$ cat src/hw/rtl/gsa_pkg.sv
// ----------------------------------------------------------------------------
// Generational slot allocator package
// Field widths, request and status codes, slot entry layout and the
// command and status groups between controller and datapath.
// ----------------------------------------------------------------------------
package gsa_pkg;

  // Handle layout: generation above slot index.
  localparam int GEN_W      = 16;
  localparam int IDX_FIELD_W = 16;
  localparam int HANDLE_W   = GEN_W + IDX_FIELD_W;
  localparam int SLOT_OUT_W = 6;
  localparam int MODE_W     = 2;
  localparam int STATUS_W   = 2;

  // Request modes.
  localparam logic [MODE_W-1:0] MODE_LOOKUP = 2'd0;
  localparam logic [MODE_W-1:0] MODE_ALLOC  = 2'd1;
  localparam logic [MODE_W-1:0] MODE_FREE   = 2'd2;

  // Result status codes.
  localparam logic [STATUS_W-1:0] STAT_OK    = 2'd0;
  localparam logic [STATUS_W-1:0] STAT_STALE = 2'd1;
  localparam logic [STATUS_W-1:0] STAT_FULL  = 2'd2;

  // Generation that a fresh or wrapped slot takes.
  localparam logic [GEN_W-1:0] GEN_FIRST = 16'd1;

  // One word of the slot table.
  typedef struct packed {
    logic             alive;
    logic [GEN_W-1:0] gen;
  } slot_entry_t;

  // Commands from the controller to the datapath.
  typedef struct packed {
    logic accept;  // capture the request and start the first reads
    logic pop;     // free-stack top is ready, read its slot entry
    logic commit;  // evaluate, update the tables and load the result
  } gsa_cmd_t;

  // Status from the datapath to the controller.
  typedef struct packed {
    logic pop_now;   // incoming request reuses a slot from the free stack
    logic out_free;  // result register can take a new result this cycle
  } gsa_sts_t;

endpackage

$ cat src/hw/rtl/gsa_req_if.sv
// ----------------------------------------------------------------------------
// Request channel
// Valid/ready channel that carries one allocator request.
// ----------------------------------------------------------------------------
interface gsa_req_if;
  logic                          valid;
  logic                          ready;
  logic [gsa_pkg::MODE_W-1:0]    mode;
  logic [gsa_pkg::HANDLE_W-1:0]  handle;

  modport source (output valid, output mode, output handle, input ready);
  modport sink   (input valid, input mode, input handle, output ready);
endinterface

$ cat src/hw/rtl/gsa_rsp_if.sv
// ----------------------------------------------------------------------------
// Result channel
// Valid/ready channel that carries one allocator result.
// ----------------------------------------------------------------------------
interface gsa_rsp_if;
  logic                            valid;
  logic                            ready;
  logic [gsa_pkg::HANDLE_W-1:0]    result_handle;
  logic [gsa_pkg::SLOT_OUT_W-1:0]  slot;
  logic [gsa_pkg::STATUS_W-1:0]    status;

  modport source (output valid, output result_handle, output slot, output status,
                  input ready);
  modport sink   (input valid, input result_handle, input slot, input status,
                  output ready);
endinterface

$ cat src/hw/rtl/gsa_ctrl.sv
// ----------------------------------------------------------------------------
// Allocator controller
// Sequences each request: capture, optional free-stack read, then commit
// once the result register has room.
// ----------------------------------------------------------------------------
module gsa_ctrl (
  input  logic              clk,
  input  logic              rst,
  input  logic              in_valid,
  input  gsa_pkg::gsa_sts_t sts,
  output logic              in_ready,
  output gsa_pkg::gsa_cmd_t cmd
);

  localparam logic [1:0] S_IDLE = 2'd0;
  localparam logic [1:0] S_POP  = 2'd1;
  localparam logic [1:0] S_EVAL = 2'd2;

  logic [1:0] state;
  logic [1:0] state_next;

  // Next state and commands.
  always_comb begin
    state_next = state;
    in_ready   = 1'b0;
    cmd        = '0;
    unique case (state)
      S_IDLE: begin
        in_ready   = 1'b1;
        cmd.accept = in_valid;
        if (in_valid) begin
          state_next = sts.pop_now ? S_POP : S_EVAL;
        end
      end
      S_POP: begin
        cmd.pop    = 1'b1;
        state_next = S_EVAL;
      end
      S_EVAL: begin
        if (sts.out_free) begin
          cmd.commit = 1'b1;
          state_next = S_IDLE;
        end
      end
      default: begin
        state_next = S_IDLE;
      end
    endcase
  end

  // State register.
  always_ff @(posedge clk) begin
    if (rst) begin
      state <= S_IDLE;
    end else begin
      state <= state_next;
    end
  end

endmodule

$ cat src/hw/rtl/gsa_datapath.sv
// ----------------------------------------------------------------------------
// Allocator datapath
// Slot table, free stack, fill counters, request registers and the
// result register.
// ----------------------------------------------------------------------------
module gsa_datapath #(
  parameter int SLOT_COUNT = 64
) (
  input  logic                             clk,
  input  logic                             rst,
  input  gsa_pkg::gsa_cmd_t                cmd,
  output gsa_pkg::gsa_sts_t                sts,
  input  logic [gsa_pkg::MODE_W-1:0]       req_mode,
  input  logic [gsa_pkg::HANDLE_W-1:0]     req_handle,
  input  logic                             out_ready,
  output logic                             out_valid,
  output logic [gsa_pkg::HANDLE_W-1:0]     out_handle,
  output logic [gsa_pkg::SLOT_OUT_W-1:0]   out_slot,
  output logic [gsa_pkg::STATUS_W-1:0]     out_status
);

  localparam int IDX_W = (SLOT_COUNT > 1) ? $clog2(SLOT_COUNT) : 1;
  localparam int CNT_W = $clog2(SLOT_COUNT + 1);
  localparam int CMP_W = gsa_pkg::IDX_FIELD_W + 1;

  // Memories: slot table and free stack.
  gsa_pkg::slot_entry_t slot_mem [SLOT_COUNT];
  logic [IDX_W-1:0]     stk_mem  [SLOT_COUNT];

  // Fill counters.
  logic [CNT_W-1:0] slots_used;
  logic [CNT_W-1:0] free_depth;
  logic [CNT_W-1:0] depth_m1;

  // Request registers.
  logic [gsa_pkg::MODE_W-1:0]      mode_q;
  logic [gsa_pkg::GEN_W-1:0]       hgen_q;
  logic [gsa_pkg::HANDLE_W-1:0]    handle_q;
  logic [IDX_W-1:0]                idx_q;
  logic                            known_q;
  logic                            new_q;
  logic                            pop_q;

  // Read side.
  gsa_pkg::slot_entry_t            ent_q;
  logic [IDX_W-1:0]                stk_rd_q;
  logic [IDX_W-1:0]                ent_addr;
  logic                            ent_rd_en;
  logic                            stk_rd_en;

  // Input decode.
  logic [gsa_pkg::IDX_FIELD_W-1:0] hidx;
  logic [gsa_pkg::GEN_W-1:0]       hgen;
  logic                            pop_now;

  // Commit side.
  logic                            current;
  logic [gsa_pkg::GEN_W-1:0]       alloc_gen;
  logic [gsa_pkg::GEN_W-1:0]       bump_gen;
  logic                            ent_we;
  gsa_pkg::slot_entry_t            ent_wdata;
  logic                            stk_we;
  logic                            used_inc;
  logic                            depth_inc;
  logic                            depth_dec;
  logic [gsa_pkg::HANDLE_W-1:0]    res_handle;
  logic [gsa_pkg::IDX_FIELD_W-1:0] res_idx;
  logic [gsa_pkg::STATUS_W-1:0]    res_status;
  logic                            res_hit;

  assign hidx     = req_handle[gsa_pkg::IDX_FIELD_W-1:0];
  assign hgen     = req_handle[gsa_pkg::HANDLE_W-1:gsa_pkg::IDX_FIELD_W];
  assign depth_m1 = free_depth - CNT_W'(1);
  assign pop_now  = (req_mode == gsa_pkg::MODE_ALLOC) && (free_depth != '0);

  assign sts.pop_now  = pop_now;
  assign sts.out_free = !out_valid || out_ready;

  // Read addresses: the handle's slot, the next unused slot, or the
  // slot just taken from the free stack.
  always_comb begin
    if (cmd.pop) begin
      ent_addr = stk_rd_q;
    end else if (req_mode == gsa_pkg::MODE_ALLOC) begin
      ent_addr = slots_used[IDX_W-1:0];
    end else begin
      ent_addr = hidx[IDX_W-1:0];
    end
  end
  assign ent_rd_en = cmd.accept || cmd.pop;
  assign stk_rd_en = cmd.accept && pop_now;

  // Capture the request; only slots below the fill count were ever written.
  always_ff @(posedge clk) begin
    if (cmd.accept) begin
      mode_q   <= req_mode;
      handle_q <= req_handle;
      hgen_q   <= hgen;
      known_q  <= (hgen != '0) && (CMP_W'(hidx) < CMP_W'(slots_used));
      new_q    <= !pop_now && (slots_used < CNT_W'(SLOT_COUNT));
      pop_q    <= pop_now;
      idx_q    <= (req_mode == gsa_pkg::MODE_ALLOC) ? slots_used[IDX_W-1:0]
                                                      : hidx[IDX_W-1:0];
    end else if (cmd.pop) begin
      idx_q    <= stk_rd_q;
    end
  end

  // Evaluate the request against the entry read back.
  assign current   = known_q && ent_q.alive && (ent_q.gen == hgen_q);
  assign alloc_gen = (new_q || (ent_q.gen == '0)) ? gsa_pkg::GEN_FIRST : ent_q.gen;
  assign bump_gen  = (ent_q.gen == '1) ? gsa_pkg::GEN_FIRST
                                       : ent_q.gen + gsa_pkg::GEN_W'(1);
  assign res_idx   = gsa_pkg::IDX_FIELD_W'(idx_q);

  always_comb begin
    ent_we     = 1'b0;
    ent_wdata  = ent_q;
    stk_we     = 1'b0;
    used_inc   = 1'b0;
    depth_inc  = 1'b0;
    depth_dec  = 1'b0;
    res_hit    = 1'b0;
    res_handle = '0;
    res_status = gsa_pkg::STAT_STALE;
    unique case (mode_q)
      gsa_pkg::MODE_LOOKUP: begin
        if (current) begin
          res_hit    = 1'b1;
          res_handle = handle_q;
          res_status = gsa_pkg::STAT_OK;
        end
      end
      gsa_pkg::MODE_ALLOC: begin
        if (pop_q || new_q) begin
          ent_we          = 1'b1;
          ent_wdata.alive = 1'b1;
          ent_wdata.gen   = alloc_gen;
          used_inc        = new_q;
          depth_dec       = pop_q;
          res_hit         = 1'b1;
          res_handle      = {alloc_gen, res_idx};
          res_status      = gsa_pkg::STAT_OK;
        end else begin
          res_status = gsa_pkg::STAT_FULL;
        end
      end
      gsa_pkg::MODE_FREE: begin
        if (current) begin
          ent_we          = 1'b1;
          ent_wdata.alive = 1'b0;
          ent_wdata.gen   = bump_gen;
          stk_we          = free_depth < CNT_W'(SLOT_COUNT);
          depth_inc       = stk_we;
          res_hit         = 1'b1;
          res_handle      = handle_q;
          res_status      = gsa_pkg::STAT_OK;
        end
      end
      default: begin
        res_status = gsa_pkg::STAT_STALE;
      end
    endcase
  end

  // Slot table port.
  always_ff @(posedge clk) begin
    if (ent_rd_en) begin
      ent_q <= slot_mem[ent_addr];
    end
    if (cmd.commit && ent_we) begin
      slot_mem[idx_q] <= ent_wdata;
    end
  end

  // Free stack port.
  always_ff @(posedge clk) begin
    if (stk_rd_en) begin
      stk_rd_q <= stk_mem[depth_m1[IDX_W-1:0]];
    end
    if (cmd.commit && stk_we) begin
      stk_mem[free_depth[IDX_W-1:0]] <= idx_q;
    end
  end

  // Fill counters.
  always_ff @(posedge clk) begin
    if (rst) begin
      slots_used <= '0;
      free_depth <= '0;
    end else if (cmd.commit) begin
      if (used_inc) begin
        slots_used <= slots_used + CNT_W'(1);
      end
      if (depth_inc) begin
        free_depth <= free_depth + CNT_W'(1);
      end else if (depth_dec) begin
        free_depth <= depth_m1;
      end
    end
  end

  // Result register.
  always_ff @(posedge clk) begin
    if (rst) begin
      out_valid <= 1'b0;
    end else if (cmd.commit) begin
      out_valid <= 1'b1;
    end else if (out_ready) begin
      out_valid <= 1'b0;
    end
  end

  always_ff @(posedge clk) begin
    if (cmd.commit) begin
      out_handle <= res_handle;
      out_slot   <= res_hit ? res_idx[gsa_pkg::SLOT_OUT_W-1:0] : '0;
      out_status <= res_status;
    end
  end

endmodule

$ cat src/hw/rtl/generational_slot_allocator_core.sv
// Sequence: lookup, free and allocate of a never-used slot go from capture
// straight to evaluation; allocate from the free stack reads the stack top first.
// The result loads at commit, which waits while the result register is full.
// A new request is taken only once the last one has committed.
// Reset: synchronous; counters and handshake clear at once, no clearing pass,
// since the used-slot count marks which table entries hold data.
// ----------------------------------------------------------------------------
// Generational slot allocator
// Hands out generation-tagged handles over a fixed slot table, checks and
// frees them, and keeps freed slots on a LIFO stack for reuse.
// ----------------------------------------------------------------------------
module generational_slot_allocator_core #(
  parameter int SLOT_COUNT = 64
) (
  input  logic      clk,
  input  logic      rst,
  gsa_req_if.sink   req,
  gsa_rsp_if.source rsp
);

  gsa_pkg::gsa_cmd_t cmd;
  gsa_pkg::gsa_sts_t sts;

  // Request sequencing.
  gsa_ctrl u_ctrl (
    .clk      (clk),
    .rst      (rst),
    .in_valid (req.valid),
    .sts      (sts),
    .in_ready (req.ready),
    .cmd      (cmd)
  );

  // Tables, counters and result register.
  gsa_datapath #(
    .SLOT_COUNT (SLOT_COUNT)
  ) u_datapath (
    .clk        (clk),
    .rst        (rst),
    .cmd        (cmd),
    .sts        (sts),
    .req_mode   (req.mode),
    .req_handle (req.handle),
    .out_ready  (rsp.ready),
    .out_valid  (rsp.valid),
    .out_handle (rsp.result_handle),
    .out_slot   (rsp.slot),
    .out_status (rsp.status)
  );

endmodule
$ cat src/flat_wrapper.sv
// flat-port wrapper written by rule: the top's interface ports become plain ports
module generational_slot_allocator_core_flat 
#(
  parameter int SLOT_COUNT = 64
)
  (clk, rst, req_valid, req_mode, req_handle, req_ready, rsp_valid, rsp_result_handle, rsp_slot, rsp_status, rsp_ready);
  gsa_req_if req_i ();
  gsa_rsp_if rsp_i ();
  input  logic clk;
  input  logic rst;
  input wire logic [$bits(req_i.valid)-1:0] req_valid;
  input wire logic [$bits(req_i.mode)-1:0] req_mode;
  input wire logic [$bits(req_i.handle)-1:0] req_handle;
  output wire logic [$bits(req_i.ready)-1:0] req_ready;
  output wire logic [$bits(rsp_i.valid)-1:0] rsp_valid;
  output wire logic [$bits(rsp_i.result_handle)-1:0] rsp_result_handle;
  output wire logic [$bits(rsp_i.slot)-1:0] rsp_slot;
  output wire logic [$bits(rsp_i.status)-1:0] rsp_status;
  input wire logic [$bits(rsp_i.ready)-1:0] rsp_ready;
  assign req_i.valid = req_valid;
  assign req_i.mode = req_mode;
  assign req_i.handle = req_handle;
  assign req_ready = req_i.ready;
  assign rsp_valid = rsp_i.valid;
  assign rsp_result_handle = rsp_i.result_handle;
  assign rsp_slot = rsp_i.slot;
  assign rsp_status = rsp_i.status;
  assign rsp_i.ready = rsp_ready;
  generational_slot_allocator_core #(.SLOT_COUNT(SLOT_COUNT)) u_core (.clk(clk), .rst(rst), .req(req_i), .rsp(rsp_i));
endmodule
$ cat config.mk
export PLATFORM = sky130hd
export DESIGN_NAME = generational_slot_allocator_core_flat
export DESIGN_NICKNAME = d
export VERILOG_FILES = /design/src/hw/rtl/gsa_pkg.sv /design/src/hw/rtl/gsa_req_if.sv /design/src/hw/rtl/gsa_rsp_if.sv /design/src/hw/rtl/gsa_ctrl.sv /design/src/hw/rtl/gsa_datapath.sv /design/src/hw/rtl/generational_slot_allocator_core.sv /design/src/flat_wrapper.sv
export SDC_FILE = /design/constraint.sdc
export NUM_CORES = 2
export LEC_CHECK = 0
export BUFFER_PORTS_ARGS = -buffer_cell sky130_fd_sc_hd__buf_2
export CAP_MARGIN = 15
export CORE_MARGIN = 8
export CORE_UTILIZATION = 57
export CTS_CLUSTER_DIAMETER = 200
export DETAILED_ROUTE_END_ITERATION = 10
export HOLD_SLACK_MARGIN = 0.15
export PLACE_DENSITY = 0.88
export SETUP_SLACK_MARGIN = 0.4
export SYNTH_ARGS = -nofsm -noshare
export SYNTH_HDL_FRONTEND = slang
export SYNTH_HIERARCHICAL = 1
export SYNTH_SLANG_ARGS = --single-unit
export TNS_END_PERCENT = 100
$ cat constraint.sdc
create_clock -name clk -period 4.86 [get_ports clk]
set_input_delay 0.729 -clock clk [delete_from_list [all_inputs] [get_ports clk]]
set_output_delay 0.729 -clock clk [all_outputs]
set_load 0.05 [all_outputs]
==> metrics.cfg <==
[run_status]
status = finished, final reports clean

[detailed_routing]
drcViolationCount = 0
wl_per_cell_um = 32.4
dr_wl_met3_um = 24600
firstDrtPassIters = 7
viasPerCell = 7.00
ant_nets = 0
dr_wl_met2_um = 83000
vias = 37600
top_layer = met5
wirelength_um = 174000
drt_iter0_drc = 6792
wl_met1_um = 55000

[power]
power_density_nw_per_um2 = 410
p_leak_nw = 23.5
peakVddDrop_mv = 0.454

[floorplanning]
dieArea_sq_um = 122000
die_h_um = 349
ios = 80
rows = 122
initial_core_util = 0.573
fp.dieW_um = 349
coreArea_sq_um = 110000

[hold_path]
worstHoldStart = req_handle[22]
hold_path.class = in2reg

[logic_synthesis]
postSynthCellCount = 3492
syn_area_per_cell_sq_um = 18.1
ys_seq_elements = 1595
yosysWarnings = 6
ys.flop_type = edfxtp_1
syn-cell-area_sq_um = 63100
synthTopCellsByArea = edfxtp_1 (75%), mux4_2 (8.1%), mux2i_1 (3.1%)
yosys.area.top_type_share = 0.751
yosysMostFrequentCell = edfxtp_1
ys_types = 76
synth_nets = 3545
yosysSeqAreaShare = 0.756
async_flop_share = 0
synth_edf_count = 1578
synth_largest_area_cell = edfxtp_1
synth_commonest_cells = edfxtp_1 (1578), nand2_1 (254), mux4_2 (228), mux2i_1 (196), a21oi_1 (188)

[placed_design]
port_buffers = 79
place_area_sq_um = 66600
dp.cells = 5066
hpwl_um = 98000
gp_congestion = 0.914

[sta]
fin_skew_ns = 0.0632
min_period_ns = 4.49
rsz0062_at_grt = yes
hold_viol = 0
clock.fmax_ghz = 0.223
relSlewSlack = 0.218
finalSetupTns_ns = 0
period_share = 0.924
tightest_slew_ns = 1.14
setup-violations-final = 0
drv_slew = 0

[clocking]
worstSkewPairLatency_ns = 0.77
cts_buffer_depth = 3
clkTransAtPathRegs_ns = 0.07
root_buffer = clkbuf_16
post_cts_buffers = 0
cts_buffers = 149
clock_sinks = 1595
htreeDepth = 4
cts_tree = built

[global_routing]
grt_pass1_wl_um = 250000
antenna_found_initial = 11
grt_max_degree = 81
grt_pass1_vias = 37000
grt_remaining_overflow = 0
gr-usage-all-layers = 0.279

[final_layout]
layout.nets = 3810
area_delta_synth_final_pct = 13.8
finalInstanceArea_sq_um = 71800
drive_above_1_share = 0.214
fin_util = 0.651
finalNonFillerCells = 5369

[worst_setup_path]
crit_required_ns = 5.50
worst_setup_path_end_kind = flip-flop
crit_path_end = u_core/u_datapath/ent_q[4]$_DFFE_PP_
r2r_slack_ns = 0.37
rr_endpoint = u_core/u_datapath/ent_q[4]$_DFFE_PP_
reg2regPathDepth = 11
worstSetupStartpoint = u_core/u_ctrl/state[0]$_SDFFE_PP0P_
reg2reg_from = u_core/u_ctrl/state[0]$_SDFFE_PP0P_
critical_path_class = reg2reg
arrival_ns = 5.13
cp-start-kind = flip-flop
critPathMaxFanout = 49

[run]
cap_violations = 0

## cell type report
| cell class | instances | area [sq um] |
|---|---|---|
| multi-input combinational | 1663 | 14700 |
| timing repair buffer | 326 | 2620 |
| clock inverter | 91 | 866 |
| fill | 6624 | 38400 |
| clock buffer | 179 | 3910 |
| inverter | 22 | 82.6 |
| tap | 1488 | 1860 |
| antenna | 5 | 12.5 |
| sequential | 1595 | 47700 |
## registers in the layout, indices dropped and copies added, names as in the netlist
signal	count
u_core/u_datapath/mode_q	2
u_core/u_datapath/stk_mem	384
u_core/u_datapath/slots_used	7
u_core/u_ctrl/state	2
u_core/u_datapath/idx_q	6
u_core/u_datapath/stk_rd_q	6
u_core/u_datapath/out_valid	1
u_core/u_datapath/handle_q	16
u_core/u_datapath/new_q	1
u_core/u_datapath/known_q	1
u_core/u_datapath/ent_q	17
u_core/u_datapath/out_status	2
u_core/u_datapath/out_slot	6
u_core/u_datapath/slot_mem	1088
u_core/u_datapath/pop_q	1
u_core/u_datapath/out_handle	32
u_core/u_datapath/free_depth	7
u_core/u_datapath/hgen_q	16
## what timing repair did
action                                  4_1_cts  5_1_grt
endpoints found under the setup margin        2       12
pin swaps                                     0        1
endpoints found under the hold margin        25        0
hold buffers                                 25        0
gates resized for setup                       2       14
## stage by stage
stage	hold WS (ns)	worst slack, ns	power, mW
5_1_grt	0.161	0.381	30.0
2_1_floorplan	0.470	0.683	17.1
3_5_place_dp	0.491	0.357	18.0
3_3_place_gp	0.485	0.501	17.9
6_report	0.193	0.370	29.4
4_1_cts	0.152	0.444	29.3
## kinds of logic (layout without fill, tap and decap cells)
kind of cell               after synthesis  count (layout)  synth area share
and+or+nand+nor                        639             639            0.0484
adders and majority gates               15              15           0.00297
buffers and inverters                  234             618            0.0162
AOI/OAI and AO/OA                      551             551            0.0587
muxes                                  429             429             0.113
xor gates and xnor gates                29              29           0.00414
other                                    0               5                 0
DFF                                   1595            1595             0.756
## power by group
group          leakage (nW)  total, mW  switching (mW)  internal [mW]
logic                  6.70       2.30            1.62          0.683
clock network          2.33       11.6            5.17           6.38
registers              14.5       15.6           0.102           15.5
total                  23.5       29.4            6.90           22.5
## cell usage in the layout, fill, tap and decap left out, types with 22 or more instances in the layout
cell type / instances
clkinv_2: 25
o21ai_0: 26
a221oi_1: 32
a211oi_1: 36
o22ai_1: 51
dlygate4sd3_1: 25
clkbuf_1: 27
a22o_1: 39
a22oi_1: 99
mux4_2: 228
inv_1: 22
buf_4: 196
nand2_1: 252
mux2i_1: 189
buf_2: 79
nor2_1: 154
clkbuf_16: 152
nor4_1: 35
nand3_1: 25
edfxtp_1: 1578
and2_1: 37
a21oi_1: 187
buf_12: 24
clkinv_1: 34
## worst max-delay path, cell delays in order, from the launching register on
cell      delay [ns]
dfxtp_1         0.36
nor2b_2         0.24
buf_4           0.22
nor4bb_2        0.57
a211o_4         0.57
buf_12          0.35
buf_4           0.32
a21oi_1         0.11
a221oi_1        0.48
a21oi_1         0.18
o21ai_0         0.61
a31o_1          0.24
## per-layer routing
metal | global-route usage | vias up
met1 | 0.344 | 18400
li1 | - | 14600
met4 | 0.145 | 8
met5 | 0 | -
met2 | 0.452 | 3827
met3 | 0.0787 | 714
## how the worst min path moves through the flow
stage	end	depth (start not counted)	slack (ns)
finish	u_core/u_datapath/hgen_q[6]$_DFFE_PP_	1	0.19
global route	u_core/u_datapath/hgen_q[6]$_DFFE_PP_	1	0.16
CTS	u_core/u_datapath/hgen_q[6]$_DFFE_PP_	1	0.15
detailed placement	u_core/u_datapath/new_q$_DFFE_PP_	1	0.49
global placement	u_core/u_datapath/new_q$_DFFE_PP_	1	0.48
floorplan	u_core/u_ctrl/state[1]$_SDFFE_PP0P_	1	0.47
Note: power is estimated with default switching activity, not from simulation.
